`src/rtl/bit_field_execute_unit_top_macros.svh`:
```
// assertion macros of the bit-field execute unit, used by the bfe_flags module
`ifndef BIT_FIELD_EXECUTE_UNIT_TOP_MACROS_SVH
`define BIT_FIELD_EXECUTE_UNIT_TOP_MACROS_SVH

// same-cycle implication, sampled on clk_i, off during reset
`define BFE_ASSERT_NOW(lbl, ante, cons, msg) \
  lbl: assert property (@(posedge clk_i) disable iff (!rst_ni) (ante) |-> (cons)) \
    else $error(msg);

// next-cycle implication, sampled on clk_i, off during reset
`define BFE_ASSERT_NEXT(lbl, ante, cons, msg) \
  lbl: assert property (@(posedge clk_i) disable iff (!rst_ni) (ante) |=> (cons)) \
    else $error(msg);

`endif

```
`src/rtl/bfe_pkg.sv`:
```
// types and constants of the bit-field execute unit
`timescale 1ns / 1ps
package bfe_pkg;

  localparam int unsigned MaxField = 32;
  localparam int unsigned OpW      = 4;
  localparam int unsigned PosW     = 5;
  localparam int unsigned SizeW    = 8;
  localparam int unsigned WinW     = 64;
  localparam int unsigned DataW    = 32;
  localparam int unsigned IdxW     = $clog2(DataW);
  localparam int unsigned SizeCutW = $clog2(DataW + 1);
  localparam int unsigned FindW    = SizeCutW + 1;

  typedef enum logic [OpW-1:0] {
    OP_EXTZV = 4'd0,
    OP_EXTV  = 4'd1,
    OP_CMPZV = 4'd2,
    OP_CMPV  = 4'd3,
    OP_FFS   = 4'd4,
    OP_FFC   = 4'd5,
    OP_INSV  = 4'd6,
    OP_BBS   = 4'd7,
    OP_BBC   = 4'd8,
    OP_BBSS  = 4'd9,
    OP_BBCS  = 4'd10,
    OP_BBSC  = 4'd11,
    OP_BBCC  = 4'd12
  } op_e;

  // after field alignment
  typedef struct packed {
    op_e                 op;
    logic [PosW-1:0]     pos;
    logic [SizeCutW-1:0] size;
    logic                fault;
    logic [DataW-1:0]    field;
    logic [DataW-1:0]    fmask;
    logic                tbit;
    logic [WinW-1:0]     win;
    logic [DataW-1:0]    opnd;
  } s1_t;

  // after execute
  typedef struct packed {
    op_e              op;
    logic             fault;
    logic             found;
    logic [DataW-1:0] value;
    logic [DataW-1:0] opnd;
    logic [WinW-1:0]  upd;
    logic             wr;
    logic             taken;
  } s2_t;

endpackage

```
`src/rtl/bfe_if.sv`:
```
// handshake interfaces for the input and result channels
`timescale 1ns / 1ps
interface bfe_in_if;
  import bfe_pkg::*;

  logic             valid;
  logic             ready;
  logic [OpW-1:0]   op;
  logic [PosW-1:0]  position;
  logic [SizeW-1:0] field_size;
  logic [WinW-1:0]  source_window;
  logic [DataW-1:0] operand;

  modport source (
    output valid, op, position, field_size, source_window, operand,
    input  ready
  );
  modport sink (
    input  valid, op, position, field_size, source_window, operand,
    output ready
  );
endinterface

interface bfe_out_if;
  import bfe_pkg::*;

  logic             valid;
  logic             ready;
  logic [DataW-1:0] value_out;
  logic [WinW-1:0]  updated_window;
  logic             window_written;
  logic             flag_n;
  logic             flag_z;
  logic             flag_c;
  logic             flag_v;
  logic             branch_taken;
  logic             reserved_fault;

  modport source (
    output valid, value_out, updated_window, window_written, flag_n, flag_z,
           flag_c, flag_v, branch_taken, reserved_fault,
    input  ready
  );
  modport sink (
    input  valid, value_out, updated_window, window_written, flag_n, flag_z,
           flag_c, flag_v, branch_taken, reserved_fault,
    output ready
  );
endinterface

```
`src/rtl/bit_field_execute_unit_top.sv`:
```
// an accepted input beat passes the align, execute and flag stage registers
// in turn to its result beat; one beat per cycle while out_o.ready holds; each
// stage register has its own valid bit and takes a beat when empty or draining
// a stalled result stays in the flag stage while earlier stages keep filling
// reset clears all stage valid bits; payload registers are not reset
`timescale 1ns / 1ps
module bit_field_execute_unit_top (
  input  logic      clk_i,
  input  logic      rst_ni,
  bfe_in_if.sink    in_i,
  bfe_out_if.source out_o
);
  import bfe_pkg::*;

  logic s1_valid;
  logic s1_ready;
  s1_t  s1;
  logic s2_valid;
  logic s2_ready;
  s2_t  s2;

  bfe_align u_align (
    .clk_i   (clk_i),
    .rst_ni  (rst_ni),
    .in_i    (in_i),
    .valid_o (s1_valid),
    .ready_i (s1_ready),
    .s1_o    (s1)
  );

  bfe_exec u_exec (
    .clk_i   (clk_i),
    .rst_ni  (rst_ni),
    .valid_i (s1_valid),
    .ready_o (s1_ready),
    .s1_i    (s1),
    .valid_o (s2_valid),
    .ready_i (s2_ready),
    .s2_o    (s2)
  );

  bfe_flags u_flags (
    .clk_i   (clk_i),
    .rst_ni  (rst_ni),
    .valid_i (s2_valid),
    .ready_o (s2_ready),
    .s2_i    (s2),
    .out_o   (out_o)
  );

endmodule

```
`src/rtl/bfe_align.sv`:
```
// stage 1: field alignment, size mask and reserved operand check
`timescale 1ns / 1ps
module bfe_align (
  input  logic         clk_i,
  input  logic         rst_ni,
  bfe_in_if.sink       in_i,
  output logic         valid_o,
  input  logic         ready_i,
  output bfe_pkg::s1_t s1_o
);
  import bfe_pkg::*;

  logic             valid_q;
  s1_t              s1_q;
  s1_t              s1_d;
  logic [WinW-1:0]  shifted;
  logic [DataW-1:0] fmask;
  logic             is_field_op;

  assign in_i.ready = !valid_q || ready_i;
  assign valid_o    = valid_q;
  assign s1_o       = s1_q;

  always_comb begin
    shifted     = in_i.source_window >> in_i.position;
    is_field_op = (in_i.op <= OP_INSV);
    if (in_i.field_size >= SizeW'(DataW)) begin
      fmask = '1;
    end else begin
      fmask = (DataW'(1) << in_i.field_size) - DataW'(1);
    end
    s1_d.op    = op_e'(in_i.op);
    s1_d.pos   = in_i.position;
    s1_d.size  = in_i.field_size[SizeCutW-1:0];
    s1_d.fault = is_field_op && (in_i.field_size > SizeW'(MaxField));
    s1_d.field = shifted[DataW-1:0] & fmask;
    s1_d.fmask = fmask;
    s1_d.tbit  = shifted[0];
    s1_d.win   = in_i.source_window;
    s1_d.opnd  = in_i.operand;
  end

  always_ff @(posedge clk_i or negedge rst_ni) begin
    if (!rst_ni) begin
      valid_q <= 1'b0;
    end else if (in_i.ready) begin
      valid_q <= in_i.valid;
    end
  end

  always_ff @(posedge clk_i) begin
    if (in_i.valid && in_i.ready) begin
      s1_q <= s1_d;
    end
  end

endmodule

```
`src/rtl/bfe_exec.sv`:
```
// stage 2: sign extension, find first, insert merge and bit test
`timescale 1ns / 1ps
module bfe_exec (
  input  logic         clk_i,
  input  logic         rst_ni,
  input  logic         valid_i,
  output logic         ready_o,
  input  bfe_pkg::s1_t s1_i,
  output logic         valid_o,
  input  logic         ready_i,
  output bfe_pkg::s2_t s2_o
);
  import bfe_pkg::*;

  logic             valid_q;
  s2_t              s2_q;
  s2_t              s2_d;
  logic             sgn;
  logic [DataW-1:0] ext_val;
  logic [DataW-1:0] fvec;
  logic [IdxW-1:0]  fidx;
  logic             found;
  logic [FindW-1:0] fsum;
  logic [WinW-1:0]  ins_mask;
  logic [WinW-1:0]  ins_data;
  logic [WinW-1:0]  bit_mask;

  assign ready_o = !valid_q || ready_i;
  assign valid_o = valid_q;
  assign s2_o    = s2_q;

  always_comb begin
    // top bit of the field sits where the mask edge is
    sgn = |(s1_i.field & (s1_i.fmask ^ (s1_i.fmask >> 1)));
    if ((s1_i.op == OP_EXTV || s1_i.op == OP_CMPV) && sgn) begin
      ext_val = s1_i.field | ~s1_i.fmask;
    end else begin
      ext_val = s1_i.field;
    end

    fvec  = ((s1_i.op == OP_FFS) ? s1_i.field : ~s1_i.field) & s1_i.fmask;
    found = |fvec;
    fidx  = '0;
    for (int i = DataW - 1; i >= 0; i--) begin
      if (fvec[i]) begin
        fidx = IdxW'(i);
      end
    end
    // not found gives position plus size
    fsum = FindW'(s1_i.pos) + (found ? FindW'(fidx) : FindW'(s1_i.size));

    ins_mask = WinW'(s1_i.fmask) << s1_i.pos;
    ins_data = WinW'(s1_i.opnd) << s1_i.pos;
    bit_mask = WinW'(1) << s1_i.pos;

    s2_d.op    = s1_i.op;
    s2_d.fault = s1_i.fault;
    s2_d.found = 1'b0;
    s2_d.value = '0;
    s2_d.opnd  = s1_i.opnd;
    s2_d.upd   = s1_i.win;
    s2_d.wr    = 1'b0;
    s2_d.taken = 1'b0;

    case (s1_i.op)
      OP_EXTZV, OP_EXTV, OP_CMPZV, OP_CMPV: begin
        s2_d.value = ext_val;
      end
      OP_FFS, OP_FFC: begin
        s2_d.value = DataW'(fsum);
        s2_d.found = found;
      end
      OP_INSV: begin
        s2_d.upd = (s1_i.win & ~ins_mask) | (ins_data & ins_mask);
        s2_d.wr  = 1'b1;
      end
      OP_BBS: begin
        s2_d.value = DataW'(s1_i.tbit);
        s2_d.taken = s1_i.tbit;
      end
      OP_BBC: begin
        s2_d.value = DataW'(s1_i.tbit);
        s2_d.taken = !s1_i.tbit;
      end
      OP_BBSS: begin
        s2_d.value = DataW'(s1_i.tbit);
        s2_d.taken = s1_i.tbit;
        s2_d.upd   = s1_i.win | bit_mask;
        s2_d.wr    = 1'b1;
      end
      OP_BBCS: begin
        s2_d.value = DataW'(s1_i.tbit);
        s2_d.taken = !s1_i.tbit;
        s2_d.upd   = s1_i.win | bit_mask;
        s2_d.wr    = 1'b1;
      end
      OP_BBSC: begin
        s2_d.value = DataW'(s1_i.tbit);
        s2_d.taken = s1_i.tbit;
        s2_d.upd   = s1_i.win & ~bit_mask;
        s2_d.wr    = 1'b1;
      end
      OP_BBCC: begin
        s2_d.value = DataW'(s1_i.tbit);
        s2_d.taken = !s1_i.tbit;
        s2_d.upd   = s1_i.win & ~bit_mask;
        s2_d.wr    = 1'b1;
      end
      default: begin
      end
    endcase

    // reserved operand leaves the window alone and zeroes the rest
    if (s1_i.fault) begin
      s2_d.value = '0;
      s2_d.found = 1'b0;
      s2_d.upd   = s1_i.win;
      s2_d.wr    = 1'b0;
      s2_d.taken = 1'b0;
    end
  end

  always_ff @(posedge clk_i or negedge rst_ni) begin
    if (!rst_ni) begin
      valid_q <= 1'b0;
    end else if (ready_o) begin
      valid_q <= valid_i;
    end
  end

  always_ff @(posedge clk_i) begin
    if (valid_i && ready_o) begin
      s2_q <= s2_d;
    end
  end

endmodule

```
`src/rtl/bfe_flags.sv`:
```
// stage 3: condition codes and the result register
`timescale 1ns / 1ps
`include "bit_field_execute_unit_top_macros.svh"
module bfe_flags (
  input  logic         clk_i,
  input  logic         rst_ni,
  input  logic         valid_i,
  output logic         ready_o,
  input  bfe_pkg::s2_t s2_i,
  bfe_out_if.source    out_o
);
  import bfe_pkg::*;

  typedef struct packed {
    logic [DataW-1:0] value;
    logic [WinW-1:0]  upd;
    logic             wr;
    logic             n;
    logic             z;
    logic             c;
    logic             taken;
    logic             fault;
  } res_t;

  logic valid_q;
  res_t res_q;
  res_t res_d;
  logic is_ext;

  assign ready_o = !valid_q || out_o.ready;
  assign is_ext  = (s2_i.op == OP_EXTZV) || (s2_i.op == OP_EXTV);

  always_comb begin
    res_d.value = s2_i.value;
    res_d.upd   = s2_i.upd;
    res_d.wr    = s2_i.wr;
    res_d.taken = s2_i.taken;
    res_d.fault = s2_i.fault;
    res_d.n     = 1'b0;
    res_d.z     = 1'b0;
    res_d.c     = 1'b0;
    case (s2_i.op)
      OP_EXTZV, OP_EXTV: begin
        res_d.n = s2_i.value[DataW-1];
        res_d.z = (s2_i.value == '0);
      end
      OP_CMPZV, OP_CMPV: begin
        res_d.n = $signed(s2_i.value) < $signed(s2_i.opnd);
        res_d.z = (s2_i.value == s2_i.opnd);
        res_d.c = (s2_i.value < s2_i.opnd);
      end
      OP_FFS, OP_FFC: begin
        res_d.z = !s2_i.found;
      end
      default: begin
      end
    endcase
    if (s2_i.fault) begin
      res_d.n = 1'b0;
      res_d.z = 1'b0;
      res_d.c = 1'b0;
    end
  end

  always_ff @(posedge clk_i or negedge rst_ni) begin
    if (!rst_ni) begin
      valid_q <= 1'b0;
    end else if (ready_o) begin
      valid_q <= valid_i;
    end
  end

  always_ff @(posedge clk_i) begin
    if (valid_i && ready_o) begin
      res_q <= res_d;
    end
  end

  assign out_o.valid          = valid_q;
  assign out_o.value_out      = res_q.value;
  assign out_o.updated_window = res_q.upd;
  assign out_o.window_written = res_q.wr;
  assign out_o.flag_n         = res_q.n;
  assign out_o.flag_z         = res_q.z;
  assign out_o.flag_c         = res_q.c;
  assign out_o.flag_v         = 1'b0;
  assign out_o.branch_taken   = res_q.taken;
  assign out_o.reserved_fault = res_q.fault;

  `BFE_ASSERT_NOW(a_fault_quiet, out_o.valid && out_o.reserved_fault, !out_o.window_written && (out_o.value_out == '0) && !out_o.branch_taken, "faulted beat carries a result")
  `BFE_ASSERT_NEXT(a_ext_no_carry, valid_i && ready_o && is_ext, !out_o.flag_c, "extract beat set carry")
  `BFE_ASSERT_NOW(a_eq_not_less, out_o.valid && out_o.flag_c, !out_o.flag_z, "equal and less both set")

endmodule

```
`src/flat_wrapper.sv`:
```
// flat-port wrapper written by rule: the top's interface ports become plain ports
module bit_field_execute_unit_top_flat import bfe_pkg::*;
  (clk_i, rst_ni, in_i_valid, in_i_op, in_i_position, in_i_field_size, in_i_source_window, in_i_operand, in_i_ready, out_o_valid, out_o_value_out, out_o_updated_window, out_o_window_written, out_o_flag_n, out_o_flag_z, out_o_flag_c, out_o_flag_v, out_o_branch_taken, out_o_reserved_fault, out_o_ready);
  bfe_in_if in_i_i ();
  bfe_out_if out_o_i ();
  input  logic clk_i;
  input  logic rst_ni;
  input wire logic [$bits(in_i_i.valid)-1:0] in_i_valid;
  input wire logic [$bits(in_i_i.op)-1:0] in_i_op;
  input wire logic [$bits(in_i_i.position)-1:0] in_i_position;
  input wire logic [$bits(in_i_i.field_size)-1:0] in_i_field_size;
  input wire logic [$bits(in_i_i.source_window)-1:0] in_i_source_window;
  input wire logic [$bits(in_i_i.operand)-1:0] in_i_operand;
  output wire logic [$bits(in_i_i.ready)-1:0] in_i_ready;
  output wire logic [$bits(out_o_i.valid)-1:0] out_o_valid;
  output wire logic [$bits(out_o_i.value_out)-1:0] out_o_value_out;
  output wire logic [$bits(out_o_i.updated_window)-1:0] out_o_updated_window;
  output wire logic [$bits(out_o_i.window_written)-1:0] out_o_window_written;
  output wire logic [$bits(out_o_i.flag_n)-1:0] out_o_flag_n;
  output wire logic [$bits(out_o_i.flag_z)-1:0] out_o_flag_z;
  output wire logic [$bits(out_o_i.flag_c)-1:0] out_o_flag_c;
  output wire logic [$bits(out_o_i.flag_v)-1:0] out_o_flag_v;
  output wire logic [$bits(out_o_i.branch_taken)-1:0] out_o_branch_taken;
  output wire logic [$bits(out_o_i.reserved_fault)-1:0] out_o_reserved_fault;
  input wire logic [$bits(out_o_i.ready)-1:0] out_o_ready;
  assign in_i_i.valid = in_i_valid;
  assign in_i_i.op = in_i_op;
  assign in_i_i.position = in_i_position;
  assign in_i_i.field_size = in_i_field_size;
  assign in_i_i.source_window = in_i_source_window;
  assign in_i_i.operand = in_i_operand;
  assign in_i_ready = in_i_i.ready;
  assign out_o_valid = out_o_i.valid;
  assign out_o_value_out = out_o_i.value_out;
  assign out_o_updated_window = out_o_i.updated_window;
  assign out_o_window_written = out_o_i.window_written;
  assign out_o_flag_n = out_o_i.flag_n;
  assign out_o_flag_z = out_o_i.flag_z;
  assign out_o_flag_c = out_o_i.flag_c;
  assign out_o_flag_v = out_o_i.flag_v;
  assign out_o_branch_taken = out_o_i.branch_taken;
  assign out_o_reserved_fault = out_o_i.reserved_fault;
  assign out_o_i.ready = out_o_ready;
  bit_field_execute_unit_top u_core (.clk_i(clk_i), .rst_ni(rst_ni), .in_i(in_i_i), .out_o(out_o_i));
endmodule
```
`config.mk`:
```
export PLATFORM = sky130hd
export DESIGN_NAME = bit_field_execute_unit_top_flat
export DESIGN_NICKNAME = d
export VERILOG_FILES = /design/src/rtl/bfe_pkg.sv /design/src/rtl/bfe_if.sv /design/src/rtl/bit_field_execute_unit_top.sv /design/src/rtl/bfe_align.sv /design/src/rtl/bfe_exec.sv /design/src/rtl/bfe_flags.sv /design/src/flat_wrapper.sv
export VERILOG_INCLUDE_DIRS = /design/src /design/src/rtl
export SDC_FILE = /design/constraint.sdc
export NUM_CORES = 1
export LEC_CHECK = 0
export ABC_CLOCK_PERIOD_IN_PS = 5400
export BUFFER_PORTS_ARGS = -buffer_cell sky130_fd_sc_hd__clkbuf_2
export CORE_MARGIN = 2
export CORE_UTILIZATION = 47
export CTS_BUF_LIST = sky130_fd_sc_hd__clkbuf_4
export CTS_CLUSTER_DIAMETER = 30
export DETAILED_ROUTE_END_ITERATION = 10
export PLACE_DENSITY = 0.79
export REMOVE_ABC_BUFFERS = 1
export SETUP_SLACK_MARGIN = 0.2
export SLEW_MARGIN = 40
export SYNTH_ARGS = -nofsm -noshare
export SYNTH_HDL_FRONTEND = slang
export SYNTH_SLANG_ARGS = --single-unit
```
`constraint.sdc`:
```
create_clock -name clk_i -period 5.4 [get_ports clk_i]
set_input_delay 0.54 -clock clk_i [delete_from_list [all_inputs] [get_ports clk_i]]
set_output_delay 0.54 -clock clk_i [all_outputs]
set_load 0.1 [all_outputs]
```
* Yosys cells after proc, flatten, opt, wreduce, memory -nomap -nowiden
Index checks and enable logic that the tools add are counted.
W data, S select, Z words.
** Operators by class
- Add/subtract/negate cells :: 2
- Multiply operators :: 0
- Divide/modulo/power cells :: 0
- Order comparisons :: 5
- Equality and inequality tests :: 18
- Shift operators :: 5
- Multiplexer cells :: 42
- Bitwise gates (word level) :: 16
- Reduce and logical (&&, ||, !) cells :: 31
** Operators by type and width (count)
- $pmux W65 S3 :: 1
- $and A64 B64 Y64 :: 3
- $mux W5 :: 32
- $not A64 Y64 :: 2
- $or A64 B64 Y64 :: 2
- $shl A32 B5 Y64 :: 2
- $and A32 B32 Y32 :: 3
- $mux W32 :: 3
- $pmux W32 S3 :: 1
- $mux W66 :: 1
- $lt A32 B32 Y1 :: 2
- $not A32 Y32 :: 2
- $reduce_or A32 Y1 :: 2
- $shl A1 B5 Y64 const A :: 1
- $shr A64 B5 Y32 :: 1
- $eq A32 B32 Y1 :: 1
- $logic_not A32 Y1 :: 1
- $or A32 B32 Y32 :: 1
- $shl A1 B8 Y32 const A :: 1
- $sub A32 B2 Y32 const B :: 1
- $xor A32 B31 Y32 :: 1
- $eq A4 B3 Y1 const B :: 6
- $eq A4 B4 Y1 const B :: 5
- $eq A4 B2 Y1 const B :: 4
- 17 further kinds :: 40
** Word-level totals
- Flip-flop bits (word level) :: 418
- Latch bits :: 0
- Memory bits (writable) :: 0
- Memory bits (read-only) :: 0
- Bits of input ports :: 117
- Output and inout bits :: 105
- Logic and storage cells :: 147
- Memories kept :: 0

* Depth between registers and ports, before layout
Gate-level depths: netlist of the first run.
- Word-level depth :: 38
- Depth in mapped cells :: 21
- Depth with buffers taken out :: 17

* Hierarchy
From an unflattened synthesis of the first run, not the netlist that was laid out.
** Unflattened totals
- Cells, all modules :: 2338
- Area, all modules :: 26600.5 um2
** By module, submodules not included
- bfe_exec :: times used 1, cells an instance 1344, area an instance 12406.9 um2, sequential area each 4108.9 um2
- bfe_align :: times used 1, cells an instance 748, area an instance 10082.2 um2, sequential area each 5340.1 um2
- bfe_flags :: times used 1, cells an instance 246, area an instance 4111.4 um2, sequential area each 3088.0 um2

* Worst setup path before layout of the first run
OpenSTA, ideal clock, no wires.
- Path kind :: register to register
- From :: reg u_core.u_flags.valid_q (netlist: u_core.u_flags.out_o.valid)
- To :: reg u_core.u_align.s1_q (netlist bit u_core.u_align.s1_o[0]), enable pin
- Setup time :: 0.557 ns
- Arrival :: 5.901 ns
- Required time :: 4.843 ns
- Path slack :: -1.058 ns
- Stages on the path, launching flop included :: 4
- Path buffers :: 0
- Period minus slack after synthesis :: 6.458 ns
- Cell sequence :: dfrtp_1 -> nor2b_1 -> nand3_1 -> and2_1
** On the way
- Longest elaborated chain between the ends :: 5
** RTL lines
- from (decl) :: line bfe_flags.sv:25 : logic valid_q;
- from (signal assigned) :: line bfe_flags.sv:69 : valid_q <= valid_i;
- $logic_not A1 Y1 :: line bfe_flags.sv:30 : assign ready_o = !valid_q || out_o.ready;
- $logic_or A1 B1 Y1 :: line bfe_flags.sv:30
- $logic_or A1 B1 Y1 :: line bfe_exec.sv:28 : assign ready_o = !valid_q || ready_i;
- $logic_or A1 B1 Y1 :: line bfe_align.sv:20 : assign in_i.ready = !valid_q || ready_i;
- named net in_i_ready :: line flat_wrapper.sv:14 : output wire logic [$bits(in_i_i.ready)-1:0] in_i_ready;
- $logic_and A1 B1 Y1 :: line bfe_align.sv:52 : if (in_i.valid && in_i.ready) begin
- to (signal assigned) :: line bfe_align.sv:53 : s1_q <= s1_d;
- to (decl) :: line bfe_align.sv:14 : s1_t s1_q;
The timed path passes the listed nets, and every way through them passes these cells.
A chain may end at the register's enable or synchronous reset.

* Final worst setup path of the first run
- From :: reg u_core.u_align.s1_q (netlist bit u_core.u_align.s1_o[176])
- To :: reg u_core.u_exec.s2_q (netlist bit u_core.u_exec.s2_o[102]), data pin
** On the way
- Longest elaborated chain between the ends :: 38
- Elaborated cells on any way between the ends :: 56
- Classes of those cells :: 1 x add/sub; 11 x eq/ne; 36 x mux; 1 x bitwise; 7 x reduce/logical
** RTL lines
- $eq A4 B3 Y1 :: line bfe_exec.sv:41, bfe_exec.sv:65
- $mux W32 :: line bfe_exec.sv:41 : fvec = ((s1_i.op == OP_FFS) ? s1_i.field : ~s1_i.field) & s1_i.fmask;
- $and A32 B32 Y32 :: line bfe_exec.sv:41
- $mux W5 (32 in series) :: line bfe_exec.sv:45 : if (fvec[i]) begin
- $mux W6 :: line bfe_exec.sv:50 : fsum = FindW'(s1_i.pos) + (found ? FindW'(fidx) : FindW'(s1_i.size));
- $add A5 B6 Y7 :: line bfe_exec.sv:50
- $pmux W32 S3 (*) :: line bfe_exec.sv:65 : case (s1_i.op)
- to (signal assigned) :: line bfe_exec.sv:133 : s2_q <= s2_d;
- to (decl) :: line bfe_exec.sv:16 : s2_t s2_q;
Mark *: on every way between the ends. The rest lies on a longest branch, timed or not.

==> results.toml, run 1 <==
[logic_synthesis]
synth_area_leaders = "edfxtp_1 (49%), mux4_2 (8.7%), mux2i_1 (5.3%)"
yosysTopAreaCellShare = 0.4860
ys.flop_type = "edfxtp_1"
yosysTopAreaCell = "edfxtp_1"
ys_seq_area_frac = 0.4890
synth-seq-cells = 417
synth_warnings = 0
avgSynthCellArea_um2 = 11.29
synth_edf_count = 414
synth.distinct_cells = 78
syn_inst = 2265
synthArstFlopShare = 0.007194
netlist_area_um2 = 25580

[sta]
maxSlewHeadroom = 0.3916
min_period_ps = 4744
timing.fmax_mhz = 210.8
setup_violations = 0
finalCritPeriodShare = 0.8786
holdWs_ps = 63.06
worst_clock_skew_ps = 101.4
rsz0062_at_grt = "false"
report.final.slew_viol_count = 0
hold_viol = 0
tightest_slew_ps = 904.9

[detailed_routing]
dr.pass1.iters = 8
wl_mm = 89.44
dr_wl_met2_mm = 39.70
route.detailed.drc = 0
wl_met3_mm = 10.85
num_vias = 21400
m1WireLength_mm = 34.96
maxUsedRoutingLayer = "met5"
routedWlPerCell_um = 26.59
drt_iter0_drc = 2878
ant_nets = 0
viasPerCell = 6.360

[min_path]
hold_class = "input port to register"
hold_end = "u_core.u_align.s1_o[161]"
hold_path_depth = 3
min_from = "in_i_field_size[6]"

[clock_tree]
clkLatencyLatePin_ps = 950
cts_buffers = 114
cts_max_level = 3
cts_resized = 0
cts_sinks = 417
cts.path.max_buffers = 3
clock-root-buffer = "clkbuf_4"
path_clk_slew_ps = 60
cts_tree = "done"

[power_and_ir_drop]
finalPower_mw = 9.534
ir_drop_mv = 0.2112
p_per_area_nw_per_um2 = 319.0
p_leak_nw = 11.11

[setup_path]
critPathLaunchType = "register"
r2r_setup_slack_ps = 660
crit_path_end_kind = "register"
required_ps = 6070
path_max_fanout = 18
crit_arrival_ps = 5420
rr_worst_depth = 18
crit_type = "register to register"
worstReg2RegEnd = "u_core.u_exec.s2_o[102]"
r2r-start = "u_core.u_align.s1_o[176]"

[placement]
io_buffers = 220
place_hpwl_mm = 65.64
postPlaceCellArea_um2 = 27180
gp_congestion = 1.023

[global_routing]
antenna_found_initial = 7
grt_pass1_vias = 20370
grt_pass1_wl_mm = 130.1
grt_overflow_total = 0
grt_max_degree = 142
grtUsageTotal = 0.3129

[final_layout]
layout_commonest_cell = "edfxtp_1"
fillers = 4537
regArea_um2 = 12510
drive_gt1_frac = 0.2532
syn_to_final_growth_pct = 16.84
multi_input_area_um2 = 12170
nets = 2733
design_area_um2 = 29880
mostFrequentLayoutCells = "edfxtp_1 (414), nand2_1 (260), clkbuf_2 (217)"

[floorplan]
io_pins = 222
die_w_um = 237.3
fp.dieH_um = 237.3
die_area_um2 = 56300
rows = 85
initial_core_util = 0.4753
fp.coreArea_um2 = 53810

[run]
cap_violations = 0

[outcome]
outcome = "completed"
per-layer routing:
metal  GRT usage  vias to the layer above
met5           0                        -
met4      0.1445                        6
met3     0.08001                      229
met2      0.4746                     1479
met1      0.4235                    10350
li1            -                     9332
cells in the mapped netlist (5+ instances only):
| master | n |
|---|---|
| nor4_1 | 16 |
| a221oi_1 | 11 |
| a211oi_1 | 16 |
| o31ai_1 | 17 |
| o2bb2ai_1 | 9 |
| a22o_1 | 9 |
| mux2i_1 | 135 |
| and2_1 | 30 |
| o21a_1 | 54 |
| edfxtp_1 | 414 |
| a22oi_1 | 8 |
| nand4_1 | 15 |
| o21bai_1 | 6 |
| mux4_2 | 99 |
| o21ai_0 | 151 |
| ha_1 | 38 |
| a31oi_1 | 33 |
| mux2_2 | 103 |
| a21oi_1 | 131 |
| nor3_1 | 27 |
| a221o_1 | 6 |
| o211ai_1 | 28 |
| xor2_1 | 23 |
| buf_1 | 28 |
| xnor2_1 | 13 |
| inv_1 | 57 |
| nand3_1 | 37 |
| a311o_1 | 8 |
| nor2_1 | 169 |
| clkbuf_1 | 107 |
| nand2_1 | 260 |
| buf_2 | 23 |
| a21o_1 | 11 |
| nand2b_1 | 54 |
| o221ai_1 | 5 |
| nor2b_1 | 16 |
| o22ai_1 | 15 |
worst max-delay path by stage:
stage	slack, ps	end	startpoint
2_1_floorplan	-1060	u_core.u_align.s1_o[0]	u_core.u_flags.out_o.valid
3_3_place_gp	550	u_core.u_exec.s2_o[102]	u_core.u_align.s1_o[173]
3_5_place_dp	470	u_core.u_exec.s2_o[102]	u_core.u_align.s1_o[176]
4_1_cts	450	u_core.u_exec.s2_o[102]	u_core.u_align.s1_o[176]
5_1_grt	260	u_core.u_exec.s2_o[102]	u_core.u_align.s1_o[176]
6_report	660	u_core.u_exec.s2_o[102]	u_core.u_align.s1_o[176]
area by class of cell:
class	count	area share
clock buffers	151	0.03793
multi-input cells	1620	0.4072
repair buffers	363	0.08386
well taps	696	0.02914
inverters	61	0.007704
diodes	2	0.0001675
flip-flops and latches	417	0.4185
clock inverters	54	0.01545
state kept, by name, indices dropped and copies added (netlist names), 32 cells and up:
register,count
u_core.u_exec.s2_o,135
u_core.u_flags.out_o.updated_window,64
u_core.u_align.s1_o,177
u_core.u_flags.out_o.value_out,32
worst max-delay path: stages (launching register included):
cell	delay [ps]
edfxtp_1	620
nor4b_4	400
buf_12	180
buf_4	290
mux2_2	400
a2111oi_4	280
nand4_2	270
nor2_2	330
a221o_1	230
ha_1	160
inv_1	60
fa_1	430
inv_1	70
a21oi_1	60
o21bai_1	200
xor2_1	100
a22oi_1	140
o21ai_0	90
and2_1	170
cell families after synthesis:
kind of cell	after synthesis	share of synthesized area
AND/OR/NAND/NOR	651	0.1171
AO/OA/AOI/OAI	555	0.1389
buffers and inverters	228	0.03732
flip-flops	417	0.4890
adder cells (fa/ha/maj)	39	0.01937
other	1	0.0001466
multiplexers	338	0.1859
XOR/XNOR	36	0.01233
stage by stage:
stage	setup slack [ps]	std cells	utilization	setup TNS, ps
2_1_floorplan	-1058	2098	-	-187350
3_5_place_dp	469.3	3048	0.5050	0
3_3_place_gp	546.6	3046	0.5042	0
4_1_cts	453.0	3359	0.5544	0
6_report	655.8	3364	0.5553	0
5_1_grt	263.1	3364	0.5553	0
power breakdown:
| group | internal [mW] | total [mW] | switching (mW) |
|---|---|---|---|
| clock network | 1.67 | 3.07 | 1.40 |
| logic | 0.670 | 2.28 | 1.61 |
| registers | 3.93 | 4.18 | 0.255 |
| total | 6.27 | 9.53 | 3.26 |
repair_timing:
item,in CTS,in global routing
setup endpoints to repair,0,3
hold endpoints to repair,107,0
hold buffers,106,0
buffers inserted,0,1
Power figures use the tool's default switching activity.
==> run 2, diff against run 1 <==
--- a/config.mk
+++ b/config.mk
@@ -7,13 +7,13 @@
 export NUM_CORES = 1
 export LEC_CHECK = 0
 export ABC_CLOCK_PERIOD_IN_PS = 5400
-export BUFFER_PORTS_ARGS = -buffer_cell sky130_fd_sc_hd__clkbuf_2
 export CORE_MARGIN = 2
 export CORE_UTILIZATION = 47
 export CTS_BUF_LIST = sky130_fd_sc_hd__clkbuf_4
 export CTS_CLUSTER_DIAMETER = 30
 export DETAILED_ROUTE_END_ITERATION = 10
-export PLACE_DENSITY = 0.79
+export DONT_BUFFER_PORTS = 1
+export PLACE_DENSITY = 0.75
 export REMOVE_ABC_BUFFERS = 1
 export SETUP_SLACK_MARGIN = 0.2
 export SLEW_MARGIN = 40
==> results.toml, run 2 (synthesis gave the netlist of run 1 again) <==
[floorplan]
io_pins = 222
fp.coreArea_um2 = 53810
rows = 85
fp.dieH_um = 237.3
die_area_um2 = 56300
die_w_um = 237.3
initial_core_util = 0.4753

[placement]
io_buffers = 0
place_hpwl_mm = 64.72
dp.cells = 2856
gp_congestion = 1.021

[detailed_routing]
wl_mm = 89.13
routedWlPerCell_um = 28.03
drt_iter0_drc = 2658
dr_wl_met2_mm = 39.59
viasPerCell = 6.503
wl_met3_mm = 10.12
num_vias = 20680
ant_nets = 0
m1WireLength_mm = 35.58
maxUsedRoutingLayer = "met5"
route.detailed.drc = 0
dr.pass1.iters = 7

[clock_tree]
cts_max_level = 3
cts_sinks = 417
clkLatencyLatePin_ps = 910
path_clk_slew_ps = 60
cts_buffers = 109
cts-hold-fix-buffers = 118
cts.path.max_buffers = 3
clock-root-buffer = "clkbuf_4"
cts_tree = "done"
postCtsSetupBuffers = 0
cts_resized = 0

[setup_path]
critPathLaunchType = "register"
crit_arrival_ps = 5310
required_ps = 6030
path_max_fanout = 38
crit_path_end_kind = "register"
crit_type = "register to register"

[global_routing]
grt_max_degree = 137
grt_pass1_vias = 19630
grt_pass1_wl_mm = 128.6
grt_overflow_total = 0
antenna_found_initial = 5
grtUsageTotal = 0.3113

[sta]
worst_clock_skew_ps = 72.52
setup_violations = 0
rsz0062_at_grt = "false"
holdWs_ps = 55.44
timing.fmax_mhz = 213.8
tightest_slew_ps = 987.5
min_period_ps = 4677
finalCritPeriodShare = 0.8662
hold_viol = 0
maxSlewHeadroom = 0.3333
report.final.slew_viol_count = 0

[final_layout]
mostFrequentLayoutCells = "edfxtp_1 (414), nand2_1 (260), nor2_1 (166)"
drive_gt1_frac = 0.1919
fillers = 4535
fin_cells = 3180
nets = 2558
largest_reg_flops = 177
layout_commonest_cell = "edfxtp_1"
syn_to_final_growth_pct = 16.45

[outcome]
outcome = "completed"

[power_and_ir_drop]
ir_drop_mv = 0.2697
p_per_area_nw_per_um2 = 318.6
pwr-share-clk = 0.319
switching_share = 0.3279
seq_power_share = 0.481
p_sw_mw = 3.112
p_int_mw = 6.378
p_leak_nw = 10.63
pwr-share-comb = 0.200

[run]
cap_violations = 0

[min_path]
hold_class = "input port to register"
[run 2: changes by cell type in the layout (fill, tap and decap cells not counted), moves of 5 or more]
| cell | change |
|---|---|
| buf_16 | +18 |
| buf_4 | -5 |
| buf_8 | +12 |
| clkbuf_16 | +11 |
| clkbuf_2 | -217 |
| clkbuf_4 | -5 |
| clkinv_2 | -13 |
| dlygate4sd3_1 | +12 |
[run 2: worst paths after layout]
kind | startpoint | to | slack (ps) | depth (start not counted)
setup reg to reg | u_core.u_align.s1_o[173] | u_core.u_exec.s2_o[102] | 720 | 18
hold / removal | in_i_op[3] | u_core.u_align.s1_o[161] | 60 | 2
min in group asynchronous | rst_ni | u_core.u_align.valid_o | 490 | 2
setup / recovery | u_core.u_align.s1_o[173] | u_core.u_exec.s2_o[102] | 720 | 18
max in group asynchronous | rst_ni | u_core.u_flags.out_o.valid | 4740 | 2
hold reg to reg | u_core.u_exec.s2_o[41] | u_core.u_flags.out_o.updated_window[39] | 390 | 0
[run 2: power groups by stage]
stage | clock network (mW) | registers, mW | logic [mW]
floorplan | 0 | 4.76 | 0.955
global placement | 0 | 4.83 | 1.37
detailed placement | 0 | 4.68 | 1.66
CTS | 3.08 | 4.62 | 1.75
global route | 3.25 | 4.58 | 2.00
finish | 3.03 | 4.57 | 1.90
[run 2: metrics by stage]
stage / instance area [um^2] / TNS, ps / utilization / setup WS (ps) / total power [mW]
floorplan: 24850 / -187350 / - / -1058 / 5.715
global placement: 26040 / 0 / 0.4839 / 815.0 / 6.203
detailed placement: 26740 / 0 / 0.4969 / 776.1 / 6.342
CTS: 29470 / 0 / 0.5476 / 757.9 / 9.443
global route: 29780 / 0 / 0.5534 / 403.3 / 9.825
finish: 29780 / 0 / 0.5535 / 722.7 / 9.490
[run 2: metal layers]
metal	up-vias	global-route usage
li1	8971	-
met1	10100	0.4343
met2	1384	0.4694
met3	220	0.07130
met4	4	0.1311
met5	-	0
[run 2: cell type report]
type / instances / area [um^2] / area share
multi-input combinational: 1620 / 12160 / 0.4084
sequential: 417 / 12510 / 0.4200
timing repair buffer: 193 / 2455 / 0.08242
antenna: 4 / 10.01 / 0.0003361
tap: 696 / 870.8 / 0.02924
clock buffer: 147 / 1104 / 0.03705
inverter: 61 / 230.2 / 0.007729
clock inverter: 42 / 442.9 / 0.01487
[run 2: worst max-delay path, cell delays in order (launching register included)]
cell	delay, ps
edfxtp_1	550
nor4b_4	390
buf_12	300
mux2i_1	190
a2111oi_1	470
buf_4	210
nand4bb_1	220
nor2_2	330
a221o_1	250
ha_1	180
inv_1	60
fa_1	430
inv_1	70
a21oi_1	60
o21bai_1	190
xor2_1	100
a22oi_1	140
o21ai_0	90
and2_1	170
